File: src/rtl/lruc_pkg.sv
package lruc_pkg;

	localparam int KEY_W  = 32;
	localparam int DATA_W = 32;
	localparam int CAP_W  = 5;
	localparam int EVC_W  = 5;

	localparam logic [1:0] REQ_GET   = 2'd0;
	localparam logic [1:0] REQ_PUT   = 2'd1;
	localparam logic [1:0] REQ_FLUSH = 2'd2;

	localparam logic [CAP_W-1:0] CAP_RESET = 5'd16;

	typedef struct packed {
		logic key;
		logic value;
		logic age;
	} store_we_t;

	typedef struct packed {
		logic key_eq;
		logic age_lt;
		logic age_ge;
	} cmp_t;

	typedef struct packed {
		logic              hit;
		logic [DATA_W-1:0] value_out;
		logic              accepted;
		logic [EVC_W-1:0]  evicted_count;
	} result_t;

endpackage

File: src/rtl/lruc_entry_unit.sv
module lruc_entry_unit import lruc_pkg::*; #(
	parameter int AGE_W = 4
) (
	input  logic [KEY_W-1:0] key_a,
	input  logic [KEY_W-1:0] key_b,
	input  logic [AGE_W-1:0] age,
	input  logic [AGE_W-1:0] ref_age,
	input  logic [AGE_W-1:0] thr,
	output cmp_t             cmp,
	output logic [AGE_W-1:0] age_inc
);

	always_comb begin
		cmp.key_eq = (key_a == key_b);
		cmp.age_lt = (age < ref_age);
		cmp.age_ge = (age >= thr);
		age_inc    = age + AGE_W'(1);
	end

endmodule

File: src/rtl/lruc_store.sv
module lruc_store import lruc_pkg::*; #(
	parameter int DEPTH = 16,
	parameter int IDX_W = 4,
	parameter int AGE_W = 4,
	parameter int VAL_W = 32
) (
	input  logic             clk,
	input  logic             rd_en,
	input  logic [IDX_W-1:0] rd_addr,
	input  store_we_t        we,
	input  logic [IDX_W-1:0] wr_addr,
	input  logic [KEY_W-1:0] key_wd,
	input  logic [VAL_W-1:0] val_wd,
	input  logic [AGE_W-1:0] age_wd,
	output logic [KEY_W-1:0] key_rd,
	output logic [VAL_W-1:0] val_rd,
	output logic [AGE_W-1:0] age_rd
);

	logic [KEY_W-1:0] key_mem [DEPTH];
	logic [VAL_W-1:0] val_mem [DEPTH];
	logic [AGE_W-1:0] age_mem [DEPTH];

	always_ff @(posedge clk) begin
		if (we.key) begin
			key_mem[wr_addr] <= key_wd;
		end
		if (we.value) begin
			val_mem[wr_addr] <= val_wd;
		end
		if (we.age) begin
			age_mem[wr_addr] <= age_wd;
		end
		if (rd_en) begin
			key_rd <= key_mem[rd_addr];
			val_rd <= val_mem[rd_addr];
			age_rd <= age_mem[rd_addr];
		end
	end

endmodule

File: src/rtl/lruc_ctrl.sv
module lruc_ctrl import lruc_pkg::*; #(
	parameter int DEPTH = 16,
	parameter int IDX_W = 4,
	parameter int AGE_W = 4,
	parameter int VAL_W = 32
) (
	input  logic              clk,
	input  logic              arst_n,
	input  logic              in_valid,
	output logic              in_ready,
	input  logic [1:0]        req_type,
	input  logic [KEY_W-1:0]  key,
	input  logic [DATA_W-1:0] value_in,
	input  logic [AGE_W-1:0]  cap_thr,
	output logic              res_valid,
	input  logic              res_ready,
	output result_t           res,
	output logic              rd_en,
	output logic [IDX_W-1:0]  rd_addr,
	output store_we_t         we,
	output logic [IDX_W-1:0]  wr_addr,
	output logic [KEY_W-1:0]  key_wd,
	output logic [VAL_W-1:0]  val_wd,
	output logic [AGE_W-1:0]  age_wd,
	input  logic [KEY_W-1:0]  key_rd,
	input  logic [VAL_W-1:0]  val_rd,
	input  logic [AGE_W-1:0]  age_rd
);

	localparam logic [3:0] S_IDLE   = 4'd0;
	localparam logic [3:0] S_SCAN   = 4'd1;
	localparam logic [3:0] S_VREAD  = 4'd2;
	localparam logic [3:0] S_AGE    = 4'd3;
	localparam logic [3:0] S_EVICT  = 4'd4;
	localparam logic [3:0] S_INSERT = 4'd5;
	localparam logic [3:0] S_DONE   = 4'd6;

	localparam logic [IDX_W-1:0] LAST_IDX = IDX_W'(DEPTH - 1);

	logic [3:0]       state_q;
	logic [DEPTH-1:0] valid_q;
	logic [1:0]       req_q;
	logic [KEY_W-1:0] key_q;
	logic [VAL_W-1:0] val_q;
	logic             hit_q;
	logic             acc_q;
	logic [EVC_W-1:0] ev_q;
	logic [IDX_W-1:0] slot_q;
	logic [AGE_W-1:0] slot_age_q;
	logic [IDX_W-1:0] free_q;
	logic             free_found_q;
	logic [IDX_W-1:0] idx_q;
	logic             iss_q;
	logic             vld_s1;
	logic [IDX_W-1:0] idx_s1;

	logic             sweeping;
	logic             s1_last;
	logic             ent_vld;
	logic             scan_hit;
	logic             restart;
	cmp_t             cmp;
	logic [AGE_W-1:0] age_inc;

	lruc_entry_unit #(
		.AGE_W(AGE_W)
	) u_unit (
		.key_a  (key_rd),
		.key_b  (key_q),
		.age    (age_rd),
		.ref_age(slot_age_q),
		.thr    (cap_thr),
		.cmp    (cmp),
		.age_inc(age_inc)
	);

	assign sweeping = (state_q == S_SCAN) || (state_q == S_AGE) || (state_q == S_EVICT);
	assign s1_last  = vld_s1 && (idx_s1 == LAST_IDX);
	assign ent_vld  = valid_q[idx_s1];
	assign scan_hit = (state_q == S_SCAN) && vld_s1 && ent_vld && cmp.key_eq;
	// start a fresh sweep from entry zero
	assign restart  = ((state_q == S_IDLE) && in_valid) || scan_hit ||
	                  ((state_q == S_SCAN) && s1_last);
	assign in_ready = (state_q == S_IDLE);
	assign rd_en    = (state_q == S_VREAD) || (iss_q && sweeping);
	assign rd_addr  = (state_q == S_VREAD) ? slot_q : idx_q;

	always_comb begin
		we      = '0;
		wr_addr = idx_s1;
		key_wd  = key_q;
		val_wd  = val_q;
		age_wd  = age_inc;
		unique case (state_q)
			S_SCAN: begin
				if (vld_s1 && ent_vld && cmp.key_eq && req_q == REQ_PUT) begin
					we.value = 1'b1;
				end
			end
			S_AGE: begin
				// move the hit entry to the front, age those that were ahead of it
				if (vld_s1 && ent_vld) begin
					if (idx_s1 == slot_q) begin
						we.age = 1'b1;
						age_wd = '0;
					end else if (cmp.age_lt) begin
						we.age = 1'b1;
					end
				end
			end
			S_EVICT: begin
				if (vld_s1 && ent_vld && !cmp.age_ge) begin
					we.age = 1'b1;
				end
			end
			S_INSERT: begin
				wr_addr = free_q;
				we      = '1;
				age_wd  = '0;
			end
			default: begin
			end
		endcase
	end

	always_comb begin
		res.hit           = hit_q;
		res.value_out     = (req_q == REQ_GET && hit_q) ? DATA_W'(val_rd) : '0;
		res.accepted      = acc_q;
		res.evicted_count = ev_q;
		res_valid         = (state_q == S_DONE);
	end

	always_ff @(posedge clk or negedge arst_n) begin
		if (!arst_n) begin
			state_q      <= S_IDLE;
			valid_q      <= '0;
			iss_q        <= 1'b0;
			vld_s1       <= 1'b0;
			idx_q        <= '0;
			free_found_q <= 1'b0;
			hit_q        <= 1'b0;
			acc_q        <= 1'b0;
			ev_q         <= '0;
			req_q        <= REQ_GET;
		end else begin
			// advance the read sweep; the stage-1 copy lines up with read data
			vld_s1 <= !restart && iss_q && sweeping;
			idx_s1 <= idx_q;
			if (restart) begin
				idx_q <= '0;
				iss_q <= 1'b1;
			end else if (iss_q && sweeping) begin
				if (idx_q == LAST_IDX) begin
					iss_q <= 1'b0;
				end else begin
					idx_q <= idx_q + IDX_W'(1);
				end
			end

			unique case (state_q)
				S_IDLE: begin
					if (in_valid) begin
						req_q        <= req_type;
						key_q        <= key;
						val_q        <= value_in[VAL_W-1:0];
						hit_q        <= 1'b0;
						ev_q         <= '0;
						free_found_q <= 1'b0;
						if (req_type == REQ_GET || (req_type == REQ_PUT && !key[KEY_W-1])) begin
							acc_q   <= 1'b1;
							state_q <= S_SCAN;
						end else if (req_type == REQ_FLUSH) begin
							acc_q   <= 1'b1;
							valid_q <= '0;
							state_q <= S_DONE;
						end else begin
							acc_q   <= 1'b0;
							state_q <= S_DONE;
						end
					end
				end
				S_SCAN: begin
					if (scan_hit) begin
						hit_q      <= 1'b1;
						slot_q     <= idx_s1;
						slot_age_q <= age_rd;
						state_q    <= (req_q == REQ_GET) ? S_VREAD : S_AGE;
					end else if (s1_last) begin
						state_q <= (req_q == REQ_GET) ? S_DONE : S_EVICT;
					end
				end
				S_VREAD: begin
					state_q <= S_DONE;
				end
				S_AGE: begin
					if (s1_last) begin
						state_q <= S_DONE;
					end
				end
				S_EVICT: begin
					if (vld_s1) begin
						// drop every entry ranked at or past the capacity limit
						if (ent_vld && cmp.age_ge) begin
							valid_q[idx_s1] <= 1'b0;
							ev_q            <= ev_q + EVC_W'(1);
						end
						if ((!ent_vld || cmp.age_ge) && !free_found_q) begin
							free_q       <= idx_s1;
							free_found_q <= 1'b1;
						end
					end
					if (s1_last) begin
						state_q <= S_INSERT;
					end
				end
				S_INSERT: begin
					valid_q[free_q] <= 1'b1;
					state_q         <= S_DONE;
				end
				S_DONE: begin
					if (res_ready) begin
						state_q <= S_IDLE;
					end
				end
				default: begin
					state_q <= S_IDLE;
				end
			endcase
		end
	end

endmodule

File: src/rtl/lru_key_value_cache.sv
// Channel   Direction  Handshake             Payload
// in        input      in_valid / in_ready   req_type, key, value_in
// out       output     out_valid / out_ready hit, value_out, accepted, evicted_count
// cfg       input      cfg_valid / cfg_ready cfg_data (capacity)
//
// One item at a time. Each lookup or update sweeps the key, value and age memories
// through their single read port, one entry per cycle. A get scans and, on a hit,
// reads the value; a put scans, then on a hit sweeps again to update the ages, else
// sweeps to evict and then inserts. Flush and rejected requests skip the sweep.
// Reset clears valid bits and returns capacity to 16; no clearing pass is needed.
// A finished item waits in the output register while the next one is accepted.
module lru_key_value_cache import lruc_pkg::*; #(
	parameter int CAPACITY    = 16,
	parameter int VALUE_WIDTH = 32
) (
	input  logic              clk,
	input  logic              arst_n,
	input  logic              in_valid,
	output logic              in_ready,
	input  logic [1:0]        req_type,
	input  logic [KEY_W-1:0]  key,
	input  logic [DATA_W-1:0] value_in,
	output logic              out_valid,
	input  logic              out_ready,
	output logic              hit,
	output logic [DATA_W-1:0] value_out,
	output logic              accepted,
	output logic [EVC_W-1:0]  evicted_count,
	input  logic              cfg_valid,
	output logic              cfg_ready,
	input  logic [CAP_W-1:0]  cfg_data
);

	localparam int IDX_W = (CAPACITY > 1) ? $clog2(CAPACITY) : 1;
	localparam int AGE_W = IDX_W;
	localparam int CNT_W = $clog2(CAPACITY + 1);
	localparam int VAL_W = (VALUE_WIDTH < DATA_W) ? VALUE_WIDTH : DATA_W;

	logic [CAP_W-1:0] cap_q;
	logic [CNT_W-1:0] cap_eff;
	logic [AGE_W-1:0] cap_thr;
	logic             out_valid_q;
	result_t          out_res_q;
	logic             res_valid;
	logic             res_ready;
	result_t          res;
	logic             rd_en;
	logic [IDX_W-1:0] rd_addr;
	store_we_t        we;
	logic [IDX_W-1:0] wr_addr;
	logic [KEY_W-1:0] key_wd;
	logic [VAL_W-1:0] val_wd;
	logic [AGE_W-1:0] age_wd;
	logic [KEY_W-1:0] key_rd;
	logic [VAL_W-1:0] val_rd;
	logic [AGE_W-1:0] age_rd;

	assign cfg_ready = 1'b1;

	always_ff @(posedge clk or negedge arst_n) begin
		if (!arst_n) begin
			cap_q <= CAP_RESET;
		end else if (cfg_valid) begin
			cap_q <= cfg_data;
		end
	end

	// zero acts as one, and anything past the storage saturates
	always_comb begin
		priority if (cap_q == '0) begin
			cap_eff = CNT_W'(1);
		end else if (int'(cap_q) > CAPACITY) begin
			cap_eff = CNT_W'(CAPACITY);
		end else begin
			cap_eff = CNT_W'(cap_q);
		end
		cap_thr = AGE_W'(cap_eff - CNT_W'(1));
	end

	assign res_ready = !out_valid_q || out_ready;

	always_ff @(posedge clk or negedge arst_n) begin
		if (!arst_n) begin
			out_valid_q <= 1'b0;
		end else if (res_ready) begin
			out_valid_q <= res_valid;
		end
	end

	always_ff @(posedge clk) begin
		if (res_ready && res_valid) begin
			out_res_q <= res;
		end
	end

	assign out_valid     = out_valid_q;
	assign hit           = out_res_q.hit;
	assign value_out     = out_res_q.value_out;
	assign accepted      = out_res_q.accepted;
	assign evicted_count = out_res_q.evicted_count;

	lruc_store #(
		.DEPTH(CAPACITY),
		.IDX_W(IDX_W),
		.AGE_W(AGE_W),
		.VAL_W(VAL_W)
	) u_store (
		.clk    (clk),
		.rd_en  (rd_en),
		.rd_addr(rd_addr),
		.we     (we),
		.wr_addr(wr_addr),
		.key_wd (key_wd),
		.val_wd (val_wd),
		.age_wd (age_wd),
		.key_rd (key_rd),
		.val_rd (val_rd),
		.age_rd (age_rd)
	);

	lruc_ctrl #(
		.DEPTH(CAPACITY),
		.IDX_W(IDX_W),
		.AGE_W(AGE_W),
		.VAL_W(VAL_W)
	) u_ctrl (
		.clk      (clk),
		.arst_n   (arst_n),
		.in_valid (in_valid),
		.in_ready (in_ready),
		.req_type (req_type),
		.key      (key),
		.value_in (value_in),
		.cap_thr  (cap_thr),
		.res_valid(res_valid),
		.res_ready(res_ready),
		.res      (res),
		.rd_en    (rd_en),
		.rd_addr  (rd_addr),
		.we       (we),
		.wr_addr  (wr_addr),
		.key_wd   (key_wd),
		.val_wd   (val_wd),
		.age_wd   (age_wd),
		.key_rd   (key_rd),
		.val_rd   (val_rd),
		.age_rd   (age_rd)
	);

endmodule

File: config.mk
export PLATFORM = sky130hd
export DESIGN_NAME = lru_key_value_cache
export DESIGN_NICKNAME = d
export VERILOG_FILES = /design/src/rtl/lruc_pkg.sv /design/src/rtl/lruc_entry_unit.sv /design/src/rtl/lruc_store.sv /design/src/rtl/lruc_ctrl.sv /design/src/rtl/lru_key_value_cache.sv
export SDC_FILE = /design/constraint.sdc
export NUM_CORES = 2
export LEC_CHECK = 0
export ABC_AREA = 0
export BUFFER_PORTS_ARGS = -buffer_cell sky130_fd_sc_hd__buf_2
export CAP_MARGIN = 20
export CORE_MARGIN = 1
export CORE_UTILIZATION = 65
export CTS_BUF_LIST = sky130_fd_sc_hd__clkbuf_8
export DETAILED_ROUTE_END_ITERATION = 16
export HOLD_SLACK_MARGIN = 0.12
export PLACE_DENSITY = 0.89
export SLEW_MARGIN = 20
export SYNTH_ARGS = -nofsm -noshare
export SYNTH_HDL_FRONTEND = slang
export SYNTH_SLANG_ARGS = --single-unit
File: constraint.sdc
create_clock -name clk -period 6.9 [get_ports clk]
set_input_delay 0.69 -clock clk [delete_from_list [all_inputs] [get_ports clk]]
set_output_delay 0.69 -clock clk [all_outputs]
set_load 0.02 [all_outputs]
==> Yosys cells after proc, flatten, opt, wreduce, memory -nomap -nowiden <==
Memory sizes are Yosys's and may differ from the RTL's. A register that Yosys moved wholly into a read port is not among the register bits.
Cells that the tools add are included.
{ "word_totals": {"out_inout_bits": 42, "regBits": 161, "ramBits": 1088, "inputBits": 76, "memories": 3} }
{ "memory_table": {"columns": ["memory", "words", "word_bits", "read_ports", "rd_ports_with_merged_regs", "write_ports", "line", "rtl"], "rows": [
  ["u_store.key_mem", 16, 32, 1, 1, 1, "lruc_store.sv:20", "logic [KEY_W-1:0] key_mem [DEPTH];"],
  ["u_store.val_mem", 16, 32, 1, 1, 1, "lruc_store.sv:21", "logic [VAL_W-1:0] val_mem [DEPTH];"],
  ["u_store.age_mem", 16, 4, 1, 1, 1, "lruc_store.sv:22", "logic [AGE_W-1:0] age_mem [DEPTH];"]
]} }
{ "op_classes": {"reduce_logical": 55, "n_bitwise": 3, "order_cmp": 7, "n_eq_ne": 25, "addsub": 4, "n_mux": 61} }
{ "op_table": {"columns": ["operator", "count"], "rows": [
  ["two-way mux 16 bit", 5],
  ["two-way mux 4 bit", 15],
  ["case mux 16 bit (3 select lines)", 1],
  ["equality test 32 bit", 1],
  ["two-way mux 1 bit", 25],
  ["case mux 4 bit (6 select lines)", 1],
  ["logical AND 1 bit", 20],
  ["AND 16 bit", 1],
  ["inverter 16 bit", 1],
  ["OR 16 bit", 1],
  ["two-way mux 5 bit", 3],
  ["!= test 2 x 1 -> 1 bit, second input constant", 7],
  ["equality test 4 x 3 -> 1 bit, second input constant", 3],
  ["AND reduction 4 bit", 3],
  ["< comparator 4 x 5 -> 1 bit, second input constant", 2],
  ["case mux 5 bit (2 select lines)", 1],
  ["AND reduction 3 bit", 3],
  ["adder 4 x 1 -> 4 bit, second input constant", 2],
  ["demux 1 bit (select 4 bit)", 2],
  ["equality test 4 x 2 -> 1 bit, second input constant", 2],
  ["equality test 4 bit, second input constant", 2],
  [">= comparator 4 x 1 -> 1 bit, second input constant", 2],
  ["logical OR 1 bit", 8],
  ["!= test 2 bit, second input constant", 4],
  ["26 further kinds", 40]
]} }

==> Longest topological paths before layout <==
{ "logic_depth": {"depth_word": 11, "ltp_mapped": 12} }

==> By module <==
From an unflattened synthesis, not the netlist that was laid out.
{ "hier_totals": {"cells_unflattened": 2345, "hier_area_um2": 49921.6} }
{ "by_module_without_submodules": {"columns": ["mod", "seq_area_each_um2", "area_per_inst_um2", "cells_per_inst", "instances"], "rows": [
  ["lruc_store", 34713.3, 42833.6, 1798, 1],
  ["lruc_ctrl", 3278.1, 5064.9, 413, 1],
  ["lru_key_value_cache", 1322.5, 1472.7, 65, 1],
  ["lruc_entry_unit", 0.0, 550.5, 69, 1]
]} }

==> Least setup slack after synthesis <==
OpenSTA, ideal clock, no wires.
{ "synth_path": {"path_type": "reg2reg", "from": "register u_ctrl.state_q[1]", "to": "register u_store.age_rd[0] (read register of u_store.age_mem), enable pin", "slack_ps": 614, "n_path_buf": 2, "required_ps": 6312, "stages_incl_launch_ff": 6, "synth_period_minus_slack_ps": 6286, "setup_time_ps": 588, "arrival_time_ps": 5698, "cell_sequence": "dfrtp_1 -> buf_2 -> clkbuf_1 -> nor2b_1 -> a21oi_1 -> o21ai_0"} }
{ "synth_between": {"elab_chain_cells": 5, "word_cells_on_any_way": 9} }
{ "synth_rtl": {"columns": ["element", "line", "rtl"], "rows": [
  ["start: declaration", "lruc_ctrl.sv:40", "logic [3:0] state_q;"],
  ["start signal: assignment", "lruc_ctrl.sv:188", "state_q <= (req_q == REQ_GET) ? S_VREAD : S_AGE;"],
  ["start signal: assignment", "lruc_ctrl.sv:190", "state_q <= (req_q == REQ_GET) ? S_DONE : S_EVICT;"],
  ["equality test 4 x 1 -> 1 bit / equality test 4 x 2 -> 1 bit (equally long branches)", "lruc_ctrl.sv:77", "assign sweeping = (state_q == S_SCAN) || (state_q == S_AGE) || (state_q == S_EVICT);"],
  ["logical OR 1 bit (2 in series)", "lruc_ctrl.sv:77", null],
  ["logical AND 1 bit", "lruc_ctrl.sv:85", "assign rd_en = (state_q == S_VREAD) || (iss_q && sweeping);"],
  ["logical OR 1 bit *", "lruc_ctrl.sv:85", null],
  ["net rd_en", "lru_key_value_cache.sv:47", "logic rd_en;"],
  ["end: declaration", "lruc_store.sv:17", "output logic [AGE_W-1:0] age_rd"]
]} }
Mark *: on every way through the listed nets, which the timed path passes. The rest lies on a longest branch.
A chain may end at the register's enable or synchronous reset.

==> Worst setup path in the final report <==
{ "layout_path": {"from": "register u_ctrl.key_q[12] (netlist: u_ctrl.key_wd[12])", "to": "memory u_store.val_mem[6][29], enable pin"} }
{ "layout_between": {"elab_chain_cells": 7} }
{ "layout_rtl": {"columns": ["element", "line", "rtl"], "rows": [
  ["start: declaration", "lruc_ctrl.sv:43", "logic [KEY_W-1:0] key_q;"],
  ["start signal: assignment", "lruc_ctrl.sv:165", "key_q <= key;"],
  ["equality test 32 bit", "lruc_entry_unit.sv:14", "cmp.key_eq = (key_a == key_b);"],
  ["logical AND 1 bit (2 in series)", "lruc_ctrl.sv:96", "if (vld_s1 && ent_vld && cmp.key_eq && req_q == REQ_PUT) begin"],
  ["two-way mux 1 bit", "lruc_ctrl.sv:96", null],
  ["case mux 1 bit (2 select lines)", "lruc_ctrl.sv:94", "unique case (state_q)"],
  ["two-way mux 1 bit", "lruc_store.sv:28", "if (we.value) begin"],
  ["two-way mux 1 bit (not written as such)", "lruc_store.sv:29", "val_mem[wr_addr] <= val_wd;"],
  ["end: declaration", "lruc_store.sv:21", null]
]} }
Every way passes these cells.

==> metrics.md <==
| Metric | Value |
|---|---|
| Die width | 287 um |
| Fin Clk Skew | between 40 and 50 ps |
| Sw Ratio | 0.203 |
| Clock buffer depth | 3 |
| Worst Path Required | between 7000 and 8000 ps |
| RePlAce Congestion | 0.859 |
| Tightest Pin Transition | 1180 ps |
| Synth Cell Area | about 0.053 mm^2 |
| Syn nets | 2976 |
| Clock power frac | 0.409 |
| Initial Utilization | 0.657 |
| Vias | 27.3k |
| CTS tree | built |
| Crit path capture type | register |
| Final Max Slew Viols | 0 |
| Asr flop ratio synth | 0.0312 |
| Hold Slack | 191 ps |
| GRT Util Overall | 0.276 |
| Iteration-0 DRC count of the detailed router | 2989 |
| Met1 usage | 0.354 |
| Clock Latency Late Sink | 850 ps |
| Final Hold Fails | 0 |
| Final ANT Viol Nets | 0 |
| Ratio of cells with drive above 1 in the final layout | 0.145 |
| CTS Buf Count | between 150 and 200 |
| Number of gates resized after CTS | 0 |
| RSZ-0062 raised after global routing | no |
| Count of state elements after synthesis | 1316 |
| Leakage | 17.6 nW |
| Vias per cell | between 6 and 7 |
| Run status | complete, no violations |
| Ordered cell list for the critical path | xor2_1 > nor4_1 > nand4_1 > a2111oi_0 > o21ai_2 > buf_4 > nor2_4 |
| Design Area, Final | ~0.059 mm^2 |
| WL final | 114 mm |
| Crit path max fanout | 32 |
| Combinational share of power | 0.007 |
| Slowest cell on the critical path | nor2_4 |
| Vias in the first global route | 28.1k |
| Fin crit share | 0.631 |
| Largest net degree at the start of global routing | 151 |
| Final setup violating endpoints | 0 |
| Maxcap violations | 0 |
| Distinct cells, synth | 59 |
| Pwr Density | 250 mW/mm^2 |
| Core footprint | 0.0805 mm^2 |
| HPWL after DPL | 60.3 mm |
| Slew headroom | 0.211 |
| Syn avg cell area | between 15 and 20 um^2 |
| Top_reg_cell synth | edfxtp_1 |
| Area post-placement | 0.0547 mm^2 |
| Fmax | 230 MHz |
| # H-tree levels | 4 |
| Sequential share of the synthesized area | 0.743 |
| Rows | 104 |
| Clock slew seen by the registers of the worst setup and hold paths | 60 ps |
| M2 GR Usage | 0.470 |
| Die Y | ~290 um |
| Root Driver | clkbuf_8 |
| Crit path time final | 4350 ps |
| Total grt overflow | 0 |
| Switching power total | 3.00 mW |
| TritonCTS Sinks | 1316 |
| Initial antenna violation count | 10 |
| I/O Pins | 118 |
| Buffers plus inverters on the worst setup path | 1 |
| HP Class | in2reg |
| Critical path's largest stage delay | 890 ps |
| Final Power | 14.8 mW |
| Reg power frac | 0.584 |
| Crit Path Category | reg2reg |
| Setup_tns | 0 ps |
| Wire per inst | ~26 um |
| CP arrival | between 4000 and 5000 ps |
| Routing usage on met3 | 0.0474 |
| Ys Warns | 0 |
| Final #Nets | 3261 |
| Setup bufs post-CTS | 0 |
| PortBufs | 116 |
| Worst VDD drop | 0.251 mV |
| Layer with the highest usage | met2 |
| First-pass GRT wire length | between 150 and 200 mm |
| Number of flops mapped to enable cells by yosys | 1275 |
| DRT Pass-1 Iters | 6 |
| Delay-heaviest family, CP | simple AND/OR/NAND/NOR gates |
| Cell count after synthesis | approximately 2.9k |
| Remaining DRCs | 0 |
| Dpl cells | 3966 |
| CP Launch Type | register |
| Count of non-filler cells in the finished layout | 4399 |
| Cell internal pwr | 11.8 mW |
| Die ar. | between 0.08 and 0.09 mm^2 |
| Area Growth Syn to Fin | 12.0% |
-- kinds of logic (layout without fill, tap and decap cells) --
kind of cell | Yosys count | after routing | share of synthesized area
flops | 1316 | 1316 | 0.743
xor+xnor | 40 | 40 | 0.00662
mux | 1045 | 1045 | 0.198
compound gates | 108 | 108 | 0.0133
other cells | 1 | 5 | 0.0000709
fa+ha+maj | 9 | 9 | 0.00213
simple gates | 223 | 223 | 0.0218
buf+inv | 149 | 593 | 0.0152
-- layer usage --
layer | wire length (um) | vias up
li1 | - | 11900
met1 | 43200 | 13800
met2 | 58900 | 1271
met3 | 8450 | 243
met4 | 3510 | 6
met5 | 40 | -
-- final timing paths --
path	start	endpoint	slack (ps)	depth (start not counted)
setup / recovery	u_ctrl.key_wd[12]$_DFFE_PP_	u_store.val_mem[6][29]$_DFFE_PP_	2550	7
hold / removal	out_ready	out_valid$_DFFE_PN0P_	190	3
setup reg to reg	u_ctrl.key_wd[12]$_DFFE_PP_	u_store.val_mem[6][29]$_DFFE_PP_	2550	7
hold reg to reg	u_ctrl.acc_q$_DFFE_PN0P_	accepted$_DFFE_PP_	460	0
max in group asynchronous	arst_n	u_ctrl.valid_q[3]$_DFFE_PN0P_	5940	3
min in group asynchronous	arst_n	cap_q[1]$_DFFE_PN0P_	530	3
-- placed cells by master, fill, tap and decap left out, drive strengths merged, types with 3 or more instances in the layout --
master,Yosys,layout
clkbuf,28,200
nand4,6,6
a2111oi,4,4
clkinvlp,0,6
dlygate4sd3,0,72
dfrtp,40,40
clkinv,0,81
ha,9,9
inv,8,63
a31oi,6,6
a21boi,3,3
a2bb2oi,3,3
a31o,11,11
and2,41,41
mux2i,1033,1033
or2,3,3
bufinv,0,11
a21oi,28,28
nor2,43,43
and3,4,4
nor4,10,10
or3,5,5
o22ai,3,3
o21bai,3,3
mux2,12,12
nor3,11,11
o21ai,27,27
nor2b,11,11
and3b,3,3
o21a,7,7
diode,0,4
nand2b,12,12
edfxtp,1275,1275
nand2,47,47
nand3,20,20
buf,113,160
xor2,38,38
-- timing repair --
item | CTS | global route
hold buffers | 72 | 0
endpoints found under the setup margin | 0 | 0
endpoints found under the hold margin | 111 | 0
-- worst register-to-register path, stage by stage, from the launching register on --
cell and delay (ps):
edfxtp_1 620, xor2_1 290, nor4_1 490, nand4_1 390, a2111oi_0 790, o21ai_2 150, buf_4 300, nor2_4 900
-- through the flow --
step	setup WS [ps]	util
floorplan	614	-
global placement	2670	0.679
detailed placement	2590	0.679
CTS	2530	0.735
global route	2450	0.736
finish	2550	0.736
-- synthesized netlist by cell type (2+ instances only) --
library cell	instances	area, um^2
a2111oi_0	4	35.0
a21boi_0	2	15.0
a21o_1	2	15.0
a21oi_1	28	140
a2bb2oi_1	3	26.3
a31o_2	11	96.3
a31oi_1	6	37.5
and2_1	41	257
and3_1	4	25.0
and3b_1	3	26.3
buf_1	9	33.8
buf_2	75	375
buf_4	17	128
buf_6	12	135
clkbuf_1	28	105
dfrtp_1	40	1000
edfxtp_1	1275	38300
ha_1	9	113
inv_1	8	30.0
mux2_1	2	22.5
mux2_2	10	113
mux2i_1	1032	10300
nand2_1	47	176
nand2b_1	12	75.1
nand3_1	20	100
nand3b_1	2	15.0
nand4_1	6	37.5
nor2_1	43	161
nor2b_1	11	68.8
nor3_1	11	55.1
nor3b_1	2	15.0
nor4_1	10	62.6
o211ai_1	2	15.0
o21a_1	7	52.6
o21ai_0	26	130
o21bai_1	3	22.5
o22ai_1	3	18.8
or2_2	2	12.5
or3_1	5	31.3
xnor2_1	2	17.5
xor2_1	38	333
-- area by class of cell --
cell class,count,area (um^2)
antenna,4,10.0
fill,4366,21300
multi-input combinational,1426,13100
clock inverter,153,972
tap,1060,1330
timing repair buffer,232,1770
clock buffer,200,2750
inverter,8,30.0
sequential,1316,39300
-- power by group through the flow --
stage	combinational (mW)	sequential, mW	clock (mW)
after floorplan	0.0326	8.81	0
after global placement	0.0744	8.81	0
after detailed placement	0.0768	8.81	0
after CTS	0.110	8.65	6.11
after global routing	0.119	8.64	6.44
final	0.110	8.65	6.06
-- state kept, by name, summed over array words and instances, names as in the netlist, 16 cells and up --
signal           count
u_store.key_mem    512
u_store.val_mem    512
u_store.age_mem     64
u_ctrl.key_wd       32
u_ctrl.val_wd       32
u_store.key_rd      32
u_store.val_rd      32
value_out           32
u_ctrl.valid_q      16
No activity file was read; power rests on OpenSTA's default activity.
